### src/sv/assert_macros.svh
// Assertion shorthands, clocked on clock and disabled during reset.
`ifndef ASSERT_MACROS_SVH
`define ASSERT_MACROS_SVH

// cond must hold at every edge
`define STVS_ASSERT(lbl, cond, msg) \
   lbl: assert property (@(posedge clock) disable iff (reset) (cond)) else $error(msg);

// ante implies cons in the same cycle
`define STVS_ASSERT_IMPL(lbl, ante, cons, msg) \
   lbl: assert property (@(posedge clock) disable iff (reset) (ante) |-> (cons)) else $error(msg);

// ante implies cons in the next cycle
`define STVS_ASSERT_NEXT(lbl, ante, cons, msg) \
   lbl: assert property (@(posedge clock) disable iff (reset) (ante) |=> (cons)) else $error(msg);

`endif

### src/sv/stvs_pkg.sv
`default_nettype none

package stvs_pkg;

   localparam int COORD_BITS     = 13;
   localparam int ID_BITS        = 5;
   localparam int REG_BITS       = 13;
   localparam int AXIS_BITS      = COORD_BITS + 1;
   localparam int CMP_BITS       = ((COORD_BITS > REG_BITS) ? COORD_BITS : REG_BITS) + 2;
   localparam int CSR_INDEX_BITS = 2;

   localparam logic [REG_BITS-1:0] SCREEN_WIDTH_RESET = REG_BITS'(1920);
   localparam logic [REG_BITS-1:0] MAX_DELTA_RESET    = REG_BITS'(160);
   localparam logic [REG_BITS-1:0] DEAD_ZONE_RESET    = REG_BITS'(5);

   typedef enum logic [1:0] {
      CMD_DOWN = 2'd0,
      CMD_UP   = 2'd1,
      CMD_MOVE = 2'd2,
      CMD_TICK = 2'd3
   } cmd_type;

   typedef enum logic [CSR_INDEX_BITS-1:0] {
      CSR_SCREEN_WIDTH = 2'd0,
      CSR_MAX_DELTA    = 2'd1,
      CSR_DEAD_ZONE    = 2'd2
   } csr_type;

   typedef struct packed {
      logic [REG_BITS-1:0] max_delta;
      logic [REG_BITS-1:0] dead_zone;
   } shape_cfg_type;

endpackage

`default_nettype wire

### src/sv/stvs_shape.sv
`default_nettype none

// Clamp a stick deflection to +-max_delta, then apply the dead zone.
module stvs_shape (
   input  wire stvs_pkg::shape_cfg_type               cfg,
   input  wire logic signed [stvs_pkg::AXIS_BITS-1:0] diff,
   output logic signed [stvs_pkg::AXIS_BITS-1:0]      axis
);

   logic signed [stvs_pkg::CMP_BITS-1:0] d_w;
   logic signed [stvs_pkg::CMP_BITS-1:0] m_w;
   logic signed [stvs_pkg::CMP_BITS-1:0] z_w;
   logic signed [stvs_pkg::CMP_BITS-1:0] c_w;
   logic signed [stvs_pkg::CMP_BITS-1:0] a_w;
   logic signed [stvs_pkg::CMP_BITS-1:0] r_w;

   assign d_w = stvs_pkg::CMP_BITS'(diff);
   assign m_w = $signed(stvs_pkg::CMP_BITS'(cfg.max_delta));
   assign z_w = $signed(stvs_pkg::CMP_BITS'(cfg.dead_zone));

   always_comb begin
      if (d_w > m_w) begin
         c_w = m_w;
      end else if (d_w < -m_w) begin
         c_w = -m_w;
      end else begin
         c_w = d_w;
      end
      a_w = c_w[stvs_pkg::CMP_BITS-1] ? -c_w : c_w;
      if (a_w < z_w) begin
         r_w = '0;
      end else if (c_w[stvs_pkg::CMP_BITS-1]) begin
         r_w = c_w + z_w;
      end else begin
         r_w = c_w - z_w;
      end
   end

   // magnitude never exceeds |diff|, so the cut is lossless
   assign axis = stvs_pkg::AXIS_BITS'(r_w);

endmodule

`default_nettype wire

### src/sv/split_touch_virtual_sticks_top.sv
`default_nettype none

// Split-screen touch to dual virtual thumbstick converter.
// Request channel (req_*): one touch event per word: cmd (down, up, move,
// tick), pointer id and x/y pixel position. Response channel (rsp_*): one
// word per request with all four axes, both held flags and axes_changed.
// Both channels use valid/stall; a word moves when valid is high and stall
// is low. Registers screen_width, max_delta and dead_zone are written
// through csr_we/csr_index/csr_wdata (index 0, 1, 2); the user writes them only
// while the block is idle (not enforced by the block). Requests pass the input
// and state registers. Throughput: one word per cycle; the input register takes
// a new word in every cycle in which it is empty or its word moves on to the
// response. When the receiver stalls, the response holds and the input register
// fills, after which req_stall rises until the response is taken. Reset
// (synchronous, active high) frees both sticks, zeroes the axes, empties the
// pipeline and restores the register defaults (1920, 160, 5).
module split_touch_virtual_sticks_top (
   input  wire logic                                   clock,
   input  wire logic                                   reset,
   input  wire logic                                   csr_we,
   input  wire logic [stvs_pkg::CSR_INDEX_BITS-1:0]    csr_index,
   input  wire logic [stvs_pkg::REG_BITS-1:0]          csr_wdata,
   input  wire logic                                   req_valid,
   output logic                                        req_stall,
   input  wire logic [1:0]                             req_cmd,
   input  wire logic [stvs_pkg::ID_BITS-1:0]           req_pointer_id,
   input  wire logic [stvs_pkg::COORD_BITS-1:0]        req_pos_x,
   input  wire logic [stvs_pkg::COORD_BITS-1:0]        req_pos_y,
   output logic                                        rsp_valid,
   input  wire logic                                   rsp_stall,
   output logic signed [stvs_pkg::AXIS_BITS-1:0]       rsp_left_axis_x,
   output logic signed [stvs_pkg::AXIS_BITS-1:0]       rsp_left_axis_y,
   output logic signed [stvs_pkg::AXIS_BITS-1:0]       rsp_right_axis_x,
   output logic signed [stvs_pkg::AXIS_BITS-1:0]       rsp_right_axis_y,
   output logic                                        rsp_left_held,
   output logic                                        rsp_right_held,
   output logic                                        rsp_axes_changed
);

`include "assert_macros.svh"

   localparam int CB = stvs_pkg::COORD_BITS;
   localparam int AB = stvs_pkg::AXIS_BITS;
   localparam int HB = ((CB > stvs_pkg::REG_BITS) ? CB : stvs_pkg::REG_BITS);

   // configuration
   logic [stvs_pkg::REG_BITS-1:0] screen_width_ff;
   logic [stvs_pkg::REG_BITS-1:0] max_delta_ff;
   logic [stvs_pkg::REG_BITS-1:0] dead_zone_ff;

   always_ff @(posedge clock) begin
      if (reset) begin
         screen_width_ff <= stvs_pkg::SCREEN_WIDTH_RESET;
         max_delta_ff    <= stvs_pkg::MAX_DELTA_RESET;
         dead_zone_ff    <= stvs_pkg::DEAD_ZONE_RESET;
      end else if (csr_we) begin
         unique case (csr_index)
            stvs_pkg::CSR_SCREEN_WIDTH: screen_width_ff <= csr_wdata;
            stvs_pkg::CSR_MAX_DELTA:    max_delta_ff    <= csr_wdata;
            stvs_pkg::CSR_DEAD_ZONE:    dead_zone_ff    <= csr_wdata;
            default: ;
         endcase
      end
   end

   // input register
   logic                        s1_valid_ff;
   stvs_pkg::cmd_type           s1_cmd_ff;
   logic [stvs_pkg::ID_BITS-1:0] s1_id_ff;
   logic [CB-1:0]               s1_x_ff;
   logic [CB-1:0]               s1_y_ff;
   logic                        adv;
   logic                        adv_down;
   logic                        rsp_valid_ff;

   assign adv       = s1_valid_ff && (!rsp_valid_ff || !rsp_stall);
   assign adv_down  = adv && (s1_cmd_ff == stvs_pkg::CMD_DOWN);
   assign req_stall = s1_valid_ff && !adv;

   always_ff @(posedge clock) begin
      if (reset) begin
         s1_valid_ff <= 1'b0;
      end else if (!req_stall) begin
         s1_valid_ff <= req_valid;
      end
   end

   always_ff @(posedge clock) begin
      if (req_valid && !req_stall) begin
         s1_cmd_ff <= stvs_pkg::cmd_type'(req_cmd);
         s1_id_ff  <= req_pointer_id;
         s1_x_ff   <= req_pos_x;
         s1_y_ff   <= req_pos_y;
      end
   end

   // stick state
   logic                         lv_ff, rv_ff, lv_in, rv_in;
   logic [stvs_pkg::ID_BITS-1:0] lid_ff, rid_ff, lid_in, rid_in;
   logic [CB-1:0] lox_ff, loy_ff, lpx_ff, lpy_ff, rox_ff, roy_ff, rpx_ff, rpy_ff;
   logic [CB-1:0] lox_in, loy_in, lpx_in, lpy_in, rox_in, roy_in, rpx_in, rpy_in;
   logic signed [AB-1:0] lax_ff, lay_ff, rax_ff, ray_ff;
   logic signed [AB-1:0] lax_in, lay_in, rax_in, ray_in;
   logic signed [AB-1:0] lsx, lsy, rsx, rsy;
   logic changed_ff, changed_in;
   logic left_match, right_match, is_left;
   stvs_pkg::shape_cfg_type shape_cfg;

   assign shape_cfg.max_delta = max_delta_ff;
   assign shape_cfg.dead_zone = dead_zone_ff;

   assign left_match  = lv_ff && (lid_ff == s1_id_ff);
   assign right_match = rv_ff && (rid_ff == s1_id_ff);
   assign is_left     = HB'(s1_x_ff) < HB'(screen_width_ff >> 1);

   stvs_shape u_shape_lx (.cfg(shape_cfg),
      .diff($signed({1'b0, lpx_ff}) - $signed({1'b0, lox_ff})), .axis(lsx));
   stvs_shape u_shape_ly (.cfg(shape_cfg),
      .diff($signed({1'b0, lpy_ff}) - $signed({1'b0, loy_ff})), .axis(lsy));
   stvs_shape u_shape_rx (.cfg(shape_cfg),
      .diff($signed({1'b0, rpx_ff}) - $signed({1'b0, rox_ff})), .axis(rsx));
   stvs_shape u_shape_ry (.cfg(shape_cfg),
      .diff($signed({1'b0, rpy_ff}) - $signed({1'b0, roy_ff})), .axis(rsy));

   always_comb begin
      lv_in = lv_ff;   lid_in = lid_ff;
      lox_in = lox_ff; loy_in = loy_ff; lpx_in = lpx_ff; lpy_in = lpy_ff;
      rv_in = rv_ff;   rid_in = rid_ff;
      rox_in = rox_ff; roy_in = roy_ff; rpx_in = rpx_ff; rpy_in = rpy_ff;
      lax_in = lax_ff; lay_in = lay_ff; rax_in = rax_ff; ray_in = ray_ff;
      case (s1_cmd_ff)
         stvs_pkg::CMD_DOWN: begin
            // a down on a held half is dropped
            if (is_left && !lv_ff) begin
               lv_in = 1'b1;     lid_in = s1_id_ff;
               lox_in = s1_x_ff; loy_in = s1_y_ff;
               lpx_in = s1_x_ff; lpy_in = s1_y_ff;
            end else if (!is_left && !rv_ff) begin
               rv_in = 1'b1;     rid_in = s1_id_ff;
               rox_in = s1_x_ff; roy_in = s1_y_ff;
               rpx_in = s1_x_ff; rpy_in = s1_y_ff;
            end
         end
         stvs_pkg::CMD_UP: begin
            // left wins when one finger owns both sticks
            if (left_match) begin
               lv_in = 1'b0; lax_in = '0; lay_in = '0;
               lpx_in = lox_ff; lpy_in = loy_ff;
            end else if (right_match) begin
               rv_in = 1'b0; rax_in = '0; ray_in = '0;
               rpx_in = rox_ff; rpy_in = roy_ff;
            end
         end
         stvs_pkg::CMD_MOVE: begin
            if (left_match) begin
               lpx_in = s1_x_ff; lpy_in = s1_y_ff;
            end else if (right_match) begin
               rpx_in = s1_x_ff; rpy_in = s1_y_ff;
            end
         end
         default: begin
            if (lv_ff) begin
               lax_in = lsx; lay_in = lsy;
            end
            if (rv_ff) begin
               rax_in = rsx; ray_in = rsy;
            end
         end
      endcase
      changed_in = (lax_in != lax_ff) || (lay_in != lay_ff) ||
                   (rax_in != rax_ff) || (ray_in != ray_ff);
   end

   always_ff @(posedge clock) begin
      if (reset) begin
         lv_ff  <= 1'b0;
         rv_ff  <= 1'b0;
         lax_ff <= '0;
         lay_ff <= '0;
         rax_ff <= '0;
         ray_ff <= '0;
      end else if (adv) begin
         lv_ff  <= lv_in;
         rv_ff  <= rv_in;
         lax_ff <= lax_in;
         lay_ff <= lay_in;
         rax_ff <= rax_in;
         ray_ff <= ray_in;
      end
   end

   always_ff @(posedge clock) begin
      if (adv) begin
         lid_ff <= lid_in; lox_ff <= lox_in; loy_ff <= loy_in;
         lpx_ff <= lpx_in; lpy_ff <= lpy_in;
         rid_ff <= rid_in; rox_ff <= rox_in; roy_ff <= roy_in;
         rpx_ff <= rpx_in; rpy_ff <= rpy_in;
         changed_ff <= changed_in;
      end
   end

   // response register; state only moves on adv, which needs a free slot,
   // so the axis and held registers double as the response word
   always_ff @(posedge clock) begin
      if (reset) begin
         rsp_valid_ff <= 1'b0;
      end else if (adv) begin
         rsp_valid_ff <= 1'b1;
      end else if (!rsp_stall) begin
         rsp_valid_ff <= 1'b0;
      end
   end

   assign rsp_valid        = rsp_valid_ff;
   assign rsp_left_axis_x  = lax_ff;
   assign rsp_left_axis_y  = lay_ff;
   assign rsp_right_axis_x = rax_ff;
   assign rsp_right_axis_y = ray_ff;
   assign rsp_left_held    = lv_ff;
   assign rsp_right_held   = rv_ff;
   assign rsp_axes_changed = changed_ff;

   `STVS_ASSERT_IMPL(a_left_free_zero, !lv_ff, {lax_ff, lay_ff} == '0, "free left stick moved")
   `STVS_ASSERT_IMPL(a_right_free_zero, !rv_ff, {rax_ff, ray_ff} == '0, "free right stick moved")
   `STVS_ASSERT_NEXT(a_adv_rsp, adv, rsp_valid_ff, "advanced word missing on response")
   `STVS_ASSERT_IMPL(a_left_claim, $rose(lv_ff), $past(adv_down), "left claimed without a down")

endmodule

`default_nettype wire

### config.mk
export PLATFORM = sky130hd
export DESIGN_NAME = split_touch_virtual_sticks_top
export DESIGN_NICKNAME = d
export VERILOG_FILES = /design/src/sv/stvs_pkg.sv /design/src/sv/stvs_shape.sv /design/src/sv/split_touch_virtual_sticks_top.sv
export VERILOG_INCLUDE_DIRS = /design/src /design/src/sv
export SDC_FILE = /design/constraint.sdc
export NUM_CORES = 1
export LEC_CHECK = 0
export ABC_AREA = 1
export BUFFER_PORTS_ARGS = -buffer_cell sky130_fd_sc_hd__buf_2
export CORE_MARGIN = 5
export CORE_UTILIZATION = 26
export CTS_CLUSTER_SIZE = 28
export DETAILED_ROUTE_END_ITERATION = 7
export SETUP_SLACK_MARGIN = 0.02
export SYNTH_ARGS = -nofsm -noshare
export SYNTH_HDL_FRONTEND = slang
export SYNTH_SLANG_ARGS = --single-unit
### constraint.sdc
create_clock -name clock -period 8.9 [get_ports clock]
set_input_delay 0.445 -clock clock [delete_from_list [all_inputs] [get_ports clock]]
set_output_delay 0.445 -clock clock [all_outputs]
set_load 0.1 [all_outputs]
* Yosys cells after proc, flatten, opt, wreduce, memory -nomap -nowiden *
Index checks and enable logic that the tools add are counted.
W data, S select, Z words.

storage, ports and cells
  flip-flop bits (word level) = 247
  word-level logic and storage cells = 175
  output and inout port bits = 61
  input port bits = 53

cells by class
  $lt $le $gt $ge = 13
  equality and inequality tests = 20
  bitwise logic cells = 1
  multiplexer cells = 66
  add/subtract/negate cells = 17
  reductions and logical operators = 32

operators by type and width
  cell                  count
  $mux W14              18
  $mux W13              18
  $mux W15              12
  $pmux W13 S3          4
  $pmux W14 S2          4
  $lt A14 B15 Y1        4
  $lt A15 B14 Y1        4
  $neg A15 Y15          4
  $add A14 B14 Y14      4
  $gt A14 B14 Y1        4
  $ne A14 B14 Y1        4
  $sub A13 B13 Y14      4
  $sub A14 B14 Y14      4
  $neg A13 Y15          1
  $ne A2 B2 Y1 const B  7
  $lt A13 B12 Y1        1
  $eq A5 B5 Y1          2
  $mux W1               8
  $reduce_and A4 Y1     2
  $reduce_and A8 Y1     1
  $logic_and A1 B1 Y1   7
  $logic_not A1 Y1      7
  $ne A2 B1 Y1 const B  3
  $reduce_and A2 Y1     3
  other kinds (12)      19

* Logic depth before layout (Yosys ltp) *
Gate-level depths: netlist (run 1).

  word-level depth = 14
  depth in mapped cells = 55
  mapped depth without buffers = 53

* Hierarchy *
Synthesis (run 1) repeated with hierarchy kept, for this count alone.

second synthesis, totals
  cell total of the unflattened synthesis = 3766
  area total of the unflattened synthesis = 25897.3 um^2

by module, submodules not included
  module                          sequential area each (um^2)  area each (um^2)  cells an instance  times used
  split_touch_virtual_sticks_top  6406.1                       13724.4           1617               1
  stvs_shape (u_shape_lx ...)     0.0                          3041.7            538                2
  stvs_shape (u_shape_ry)         0.0                          3061.7            538                1
  stvs_shape (u_shape_rx)         0.0                          3027.9            535                1

* Worst setup path before layout (run 1) *
No wires, ideal clock.

  path kind = register to register
  start point = register rox_ff[0]
  end point = register changed_ff, in the netlist rsp_axes_changed, data pin
  setup time = 260 ps
  path buffers = 1
  path slack = 2810 ps
  cell stages (with the launch flop) = 46
  arrival time = 5830 ps
  path through = edfxtp_1 ha_1 fa_1 o21ai_0 nand2_1 nand2_1 nand2_1 nand3_1 nand2_1 ha_1 nand2_1 inv_1 o21bai_1 nand2_1 a21oi_2 nand2_1 nand2_1 nand2_2 (+10 left out) nand2_1 nor2_1 a211oi_1 o21ai_0 nand3_1 nand2_1 a211oi_1 nand2_2 nand3_1 nand2_1 nand2_1 nand2_1 nand2_1 nand3_1 nor2_1 nand3_1 nor2_1 nand3_1

between the ends
  cells in the longest elaborated chain, start to end = 13
  elaborated cells on any way between the ends = 17
  classes of those cells = 4 x add/sub; 3 x order compare; 1 x eq/ne; 7 x mux; 2 x reduce/logical

ends and longest elaborated chain
  what                    RTL line                               RTL
  start, declared         split_touch_virtual_sticks_top.sv:100  logic [CB-1:0] lox_ff, loy_ff, lpx_ff, lpy_ff, rox_ff, roy_ff, rpx_ff, rpy_ff;
  start signal, assigned  split_touch_virtual_sticks_top.sv:196  rid_ff <= rid_in; rox_ff <= rox_in; roy_ff <= roy_in;
  $sub A13 B13 Y14 *      split_touch_virtual_sticks_top.sv:121  .diff($signed({1'b0, rpx_ff}) - $signed({1'b0, rox_ff})), .axis(rsx));
  $lt A14 B15 Y1          stvs_shape.sv:24                       end else if (d_w < -m_w) begin
  $mux W15                stvs_shape.sv:24
  $mux W15 *              stvs_shape.sv:22                       if (d_w > m_w) begin
  $neg A15 Y15            stvs_shape.sv:29                       a_w = c_w[stvs_pkg::CMP_BITS-1] ? -c_w : c_w;
  $mux W15                stvs_shape.sv:29
  $lt A15 B14 Y1          stvs_shape.sv:30                       if (a_w < z_w) begin
  $mux W14 *              stvs_shape.sv:30
  $mux W14 *              split_touch_virtual_sticks_top.sv:165  if (rv_ff) begin
  $pmux W14 S2 *          split_touch_virtual_sticks_top.sv:131  case (s1_cmd_ff)
  $ne A14 B14 Y1 *        split_touch_virtual_sticks_top.sv:171  (rax_in != rax_ff) || (ray_in != ray_ff);
  $logic_or A1 B1 Y1 *    split_touch_virtual_sticks_top.sv:170  changed_in = (lax_in != lax_ff) || (lay_in != lay_ff) ||
  $logic_or A1 B1 Y1 *    split_touch_virtual_sticks_top.sv:171
  via changed_in          split_touch_virtual_sticks_top.sv:105  logic changed_ff, changed_in;
  end signal, assigned    split_touch_virtual_sticks_top.sv:198  changed_ff <= changed_in;
  end, declared           split_touch_virtual_sticks_top.sv:105

The timed path passes the listed nets; every way through them passes the cells marked *.
A chain may end at the register's enable or synchronous reset.

* Final worst setup path (run 1) *
  start point = register max_delta_ff[1] in the netlist's numbering
  end point = register changed_ff, in the netlist rsp_axes_changed, data pin

between the ends
  cells in the longest elaborated chain, start to end = 14
  elaborated cells on any way between the ends = 60
  classes of those cells = 13 x add/sub; 12 x order compare; 4 x eq/ne; 28 x mux; 3 x reduce/logical

ends and longest elaborated chain
  what                             RTL line                               RTL
  start, declared                  split_touch_virtual_sticks_top.sv:48   logic [stvs_pkg::REG_BITS-1:0] max_delta_ff;
  start signal, assigned           split_touch_virtual_sticks_top.sv:54   max_delta_ff <= stvs_pkg::MAX_DELTA_RESET;
  start signal, assigned           split_touch_virtual_sticks_top.sv:59   stvs_pkg::CSR_MAX_DELTA: max_delta_ff <= csr_wdata;
  $neg A13 Y15                     stvs_shape.sv:24, stvs_shape.sv:25
  $lt A14 B15 Y1                   stvs_shape.sv:24
  $mux W15                         stvs_shape.sv:24
  $mux W15                         stvs_shape.sv:22
  $neg A15 Y15                     stvs_shape.sv:29
  $mux W15                         stvs_shape.sv:29
  $lt A15 B14 Y1                   stvs_shape.sv:30
  $mux W14                         stvs_shape.sv:30
  $mux W14                         split_touch_virtual_sticks_top.sv:162  if (lv_ff) begin
  $pmux W14 S2                     split_touch_virtual_sticks_top.sv:131
  $ne A14 B14 Y1                   split_touch_virtual_sticks_top.sv:170
  $logic_or A1 B1 Y1 (2 in a row)  split_touch_virtual_sticks_top.sv:170
  $logic_or A1 B1 Y1 *             split_touch_virtual_sticks_top.sv:171
  via changed_in                   split_touch_virtual_sticks_top.sv:105

Marks and branches as above.

==> metrics, run 1 <==
status=complete, no violations; Max VDD drop=0.000149 V; CP Data Required Time=9210 ps; Final Cell Area=26,800 um2; multi-input logic area=roughly 15,000 um2; GRT overflow=0; Final period util=0.891; Pre-Repair DR Iteration Count=8; DP Area=around 26,000 um2; setup violators final=0; CP Capture Type=flop; largest net degree at the start of global routing=113; Critical-path top delay cell=xor2_1; total of max-cap violations=0; Power Dens Cells=161 nW/um2; EDFF count, synth=148; hold wc startpoint=req_pointer_id[3]; CTS tree=built; cell mode on critical path=nand2_1; maximum single-stage delay on the critical path=560 ps; Power Internal=2.58 mW; H-tree levels=1; synthesized area=23,800 um2; clk_skew=30.4 ps; worst-path fanout max=26; setup tns final=0 ps; Mapped Cells=about 3,500; Fin. Hold Viols=0; Primary FF master, synth=edfxtp_1; Tmin final=~7900 ps; post-CTS resize count=0; Routed wire per std cell=16.0 um; CP top delay family=simple AND/OR/NAND/NOR gates; Buf+Inv Stages, Crit Path=5; TritonCTS buffer count=29; Comb power frac=0.394; Relative slew margins=0.255; DRT iter0 DRCs=1,680; critical path class=reg -> reg; Starting Density=0.261; Worst R2R End=rsp_axes_changed$_DFFE_PP_; Switching Share=0.400; ys async rst share=0; Post-CTS Setup Bufs=0; Area contributors post-synth=edfxtp_1, nand2_1, ha_1; die area=97,900 um2; # hold bufs at CTS=0; FF-to-FF path depth=42; via count=23,500; switching power=between 1.5 and 2 mW; clock network power share=0.302; worst slew pin tran=1120 ps; Worst Path Arrival=approximately 8000 ps; root buffer cell=clkbuf_16; Global Route Usage Sum=0.152; io pins=114; CTS Sinks=246; post-synth top area share=0.186; Die X-Extent=313 um; # DRC=0; #FFs+latches synth=246; Hold Crit Depth=1; Warnings, synthesis=0; Slew Viols, Final=0; n_diodes=0; DP HPWL=60,600 um; Layout Nets=3,965; r2r setup slk=970 ps; register area=6410 um2; syn_area_per_cell=between 6 and 7 um2; RSZ-0062 raised after global routing=false; sequential share of power=0.305; IO Port Bufs=113; vias in the first global route=22,500; initial antenna violation count=0; r2r startpoint=max_delta_ff[1]$_SDFFE_PP0P_; vias per inst=approximately 5; Highest Clock Rate=126 MHz; die extent in y=313 um; RePlAce Congestion=between 0.9 and 1; # rows=approximately 110; P&R area growth vs syn=12.3%; Pleak=13.0 nW; layout cell share with drive strength beyond 1=0.0723; area leader, netlist=edfxtp_1; worst skew pair latency=between 500 and 600 ps; Unique masters post-synth=57; Endpoint, Worst Hold=s1_id_ff[3]$_DFFE_PP_; Core Region=91,400 um2; post-synthesis sequential area ratio=0.269; post-route ant nets=0; first-pass GRT wire length=121,000 um; net count after synthesis=3,885; clock-pin slew on the worst setup and hold paths=70 ps; HP Class=in -> reg; Cell Count, Final, Fillers Out=4,836; Routed WL=77,400 um; crit start category=flop; largest buffer count on any clock path=3; # fillers=10,000; Inst Count DP=4,783
[flip-flops by register name (all words and copies together) (netlist names), 2 cells and up]
register and flops:
dead_zone_ff 13, lid_ff 5, lox_ff 13, loy_ff 13, lpx_ff 13, lpy_ff 13
max_delta_ff 13, rid_ff 5, rox_ff 13, roy_ff 13, rpx_ff 13, rpy_ff 13
rsp_left_axis_x 14, rsp_left_axis_y 14, rsp_right_axis_x 14, rsp_right_axis_y 14, s1_cmd_ff 2, s1_id_ff 5
s1_x_ff 13, s1_y_ff 13, screen_width_ff 12
[cells in the mapped netlist, types with 5 or more instances]
master,n
a211oi_1,16
a21o_1,8
a21oi_1,268
a31oi_1,15
buf_2,5
buf_4,5
buf_6,5
clkbuf_1,71
clkinv_1,10
dfxtp_1,98
edfxtp_1,148
fa_1,8
ha_1,276
inv_1,480
inv_2,13
nand2_1,1049
nand2_2,18
nand2_4,5
nand3_1,211
nand3_2,8
nand3b_1,11
nand4_1,51
nor2_1,220
nor3_1,25
nor4_1,6
o211ai_1,13
o21ai_0,298
o21ai_1,16
o21ai_2,5
o21bai_1,18
o31ai_1,8
xnor2_1,24
xor2_1,92
[placed cells by master, fill, tap and decap left out, types with 16 or more instances in the layout]
master     netlist  layout
a211oi_1        16      16
nor3_1          25      24
nand3_1        211     211
edfxtp_1       148     148
xor2_1          92      92
nand2_1       1049    1048
xnor2_1         24      24
buf_2            5     113
inv_1          480     478
nor2_1         220     217
ha_1           276     276
a21oi_1        268     267
nand2_2         18      19
buf_4            5      26
clkbuf_16        0      29
o21ai_0        298     298
nand4_1         51      51
o21bai_1        18      18
dfxtp_1         98      98
[stage by stage]
step	setup slack (ps)	utilization	power (mW)	hold WS, ps
global route	324	0.293	4.60	24.4
global placement	1210	0.282	2.99	453
detailed placement	1150	0.282	3.01	454
finish	970	0.293	4.30	48.8
CTS	1120	0.293	4.33	7.95
floorplan	2810	-	2.60	425
[power by group through the flow]
| stage | clock [mW] | combinational (mW) | sequential, mW |
|---|---|---|---|
| 2_1_floorplan | 0 | 1.14 | 1.46 |
| 3_3_place_gp | 0 | 1.66 | 1.33 |
| 3_5_place_dp | 0 | 1.68 | 1.33 |
| 4_1_cts | 1.34 | 1.69 | 1.31 |
| 5_1_grt | 1.38 | 1.91 | 1.32 |
| 6_report | 1.30 | 1.69 | 1.31 |
[layout make-up]
cell class | count | share of cell area
flip-flops and latches | 246 | 0.239
well taps | 1186 | 0.0554
repair buffers | 139 | 0.0284
inverters | 503 | 0.0706
clock inverters | 23 | 0.0114
multi-input cells | 2709 | 0.568
clock buffers | 30 | 0.0272
[worst max-delay path by stage]
stage	start	endpoint	slack (ps)	cells past startpoint
3_5_place_dp	max_delta_ff[1]$_SDFFE_PP0P_	rsp_axes_changed$_DFFE_PP_	1150	40
6_report	max_delta_ff[1]$_SDFFE_PP0P_	rsp_axes_changed$_DFFE_PP_	970	42
5_1_grt	max_delta_ff[1]$_SDFFE_PP0P_	rsp_axes_changed$_DFFE_PP_	320	42
3_3_place_gp	max_delta_ff[1]$_SDFFE_PP0P_	rsp_axes_changed$_DFFE_PP_	1210	40
4_1_cts	max_delta_ff[1]$_SDFFE_PP0P_	rsp_axes_changed$_DFFE_PP_	1120	40
2_1_floorplan	rox_ff[0]$_DFFE_PP_	rsp_axes_changed$_DFFE_PP_	2810	45
[cells by family (layout without fill, tap and decap cells)]
group / Yosys count / after routing / share of synthesized area
xor+xnor: 116 / 116 / 0.0426
compound gates: 689 / 689 / 0.156
flops: 246 / 246 / 0.269
fa+ha+maj: 284 / 284 / 0.152
buf+inv: 593 / 695 / 0.0964
simple gates: 1620 / 1620 / 0.284
[metal layers]
metal	wire length [um]	vias up	global-route usage	part of all wire
li1	-	11900	-	-
met2	37900	603	0.277	0.49
met4	2040	0	0.0427	0.026
met5	0	-	0	0
met3	3760	125	0.0138	0.049
met1	33600	10900	0.190	0.43
No activity file was read; power rests on OpenSTA's default activity.
==> inputs of run 2 (changes only) <==
Clock period 8.9 ns to 8.4 ns, I/O delays scaled along.
==> run 2 against run 1 <==
Against the previous run:
- critical path depth decreased by 2
- utilization increased by 0.25 points
- first-iteration DRC count decreased by 4.6%
- combinational power increased by 7%
- largest cell class unchanged
==> metrics, run 2 (synthesis results as in run 1) <==
Die X-Extent=313 um; Routed wire per std cell=15.9 um; status=complete, no violations; Max VDD drop=0.000177 V; commonest non-fill, non-tap cell in the layout=nand2_1; vias per inst=between 4 and 5; CP endpoint=rsp_axes_changed$_DFFE_PP_; H-tree levels=1; CP Data Required Time=8720 ps; DRT iter0 DRCs=around 1,600; cell mode on critical path=nand2_1; IO Port Bufs=113; Highest Clock Rate=roughly 130 MHz; Critical-path top delay cell=xor2_1; Starting Density=0.261; DP HPWL=60,600 um; CP top delay family=simple AND/OR/NAND/NOR gates; Core Region=91,400 um2; Power Dens Cells=roughly 160 nW/um2; Slew Viols, Final=0; Setup crit start=max_delta_ff[1]$_SDFFE_PP0P_; Routed WL=roughly 78,000 um; CTS tree=built; clk_skew=26.7 ps; worst-path fanout max=24; TritonCTS buffer count=29; Worst Path Arrival=7970 ps; Cell Count, Final, Fillers Out=~4,900; maximum single-stage delay on the critical path=640 ps; RSZ-0062 raised after global routing=false; worst skew pair latency=580 ps; post-route ant nets=0; Pre-Repair DR Iteration Count=7; clock-pin slew on the worst setup and hold paths=80 ps; Tmin final=7650 ps; vias in the first global route=22,400; die area=97,900 um2; largest buffer count on any clock path=3; Layout Nets=4,001; root buffer cell=clkbuf_16; RePlAce Congestion=0.984; CTS Sinks=246; Global Route Usage Sum=0.152; most frequent cells in the layout=nand2_1, inv_1, o21ai_0; Inst Count DP=4,790; CP Capture Type=flop; via count=23,400; Post-CTS Setup Bufs=0; Final Cell Area=27,000 um2; crit start category=flop; Worst R2R End=rsp_axes_changed$_DFFE_PP_; r2r startpoint=max_delta_ff[1]$_SDFFE_PP0P_; initial antenna violation count=1; largest net degree at the start of global routing=~120; DP Area=around 26,000 um2; Relative slew margins=0.254; Final period util=0.911; final core occ=0.296; critical path class=reg -> reg; Fin. Hold Viols=0; Buf+Inv Stages, Crit Path=7; setup violators final=0; r2r setup slk=750 ps; Pleak=13.0 nW; Crit. path cell count=40; n_diodes=0; # rows=between 100 and 150; layout cell share with drive strength beyond 1=0.0721; GRT overflow=0; FF-to-FF path depth=40; overall power=4.44 mW; total of max-cap violations=0; # DRC=0; first-pass GRT wire length=122,000 um; setup tns final=0 ps; P&R area growth vs syn=13.2%; HP Class=in -> reg; io pins=114; die extent in y=roughly 310 um; worst slew pin tran=1120 ps
[run 2: cell types whose count changed in the layout (fill, tap and decap cells not counted), sizes merged, moves of 3 or more]
cell	previous run	this run
bufinv	6	2
buf	139	146
dlygate4sd3	0	29
clkinv	21	24
[run 2: area by class of cell]
type                            instances  area (um2)
Sequential cell                       246        6410
Multi-Input combinational cell       2709       15200
Timing Repair Buffer                  175        1100
Fill cell                            9981       64400
Clock buffer                           32         737
Inverter                              503        1890
Clock inverter                         22         188
Tap cell                             1186        1480
[run 2: metrics by stage]
stage	hold WS [ps]	setup slack (ps)
after detailed placement	455	953
after floorplan	425	2310
after CTS	1.00	916
after global placement	452	1030
after global routing	16.5	82.7
final	35.7	748
[run 2: how the worst min path moves through the flow]
stage               depth (start not counted)                                to  slack [ps]                        startpoint
finish                                      1            s1_cmd_ff[0]$_DFFE_PP_          40                        req_cmd[0]
global route                                1            s1_cmd_ff[0]$_DFFE_PP_          20                        req_cmd[0]
CTS                                         1              s1_y_ff[1]$_DFFE_PP_           1                      req_pos_y[1]
detailed placement                          2  screen_width_ff[11]$_SDFFE_PP0P_         450  screen_width_ff[11]$_SDFFE_PP0P_
global placement                            2   screen_width_ff[6]$_SDFFE_PP0P_         450   screen_width_ff[6]$_SDFFE_PP0P_
floorplan                                   2   screen_width_ff[1]$_SDFFE_PP0P_         420   screen_width_ff[1]$_SDFFE_PP0P_
[run 2: report_power, final]
| part | internal, mW | switching [mW] | total [mW] |
|---|---|---|---|
| Clock | 0.700 | 0.549 | 1.25 |
| Combinational | 0.584 | 1.22 | 1.80 |
| Sequential | 1.34 | 0.0524 | 1.39 |
| Total | 2.62 | 1.82 | 4.44 |
[run 2: metal layers]
| layer | vias to the layer above | GRT usage | part of all wire |
|---|---|---|---|
| met5 | - | 0 | 0 |
| met4 | 0 | 0.0415 | 0.029 |
| met3 | 143 | 0.0149 | 0.051 |
| met2 | 532 | 0.280 | 0.49 |
| met1 | 10800 | 0.190 | 0.43 |
| li1 | 12000 | - | - |
[run 2: repair_timing]
item                                   in CTS  in global routing
resized for setup                           0                  0
hold buffers                               29                  0
endpoints found under the hold margin      29                  0
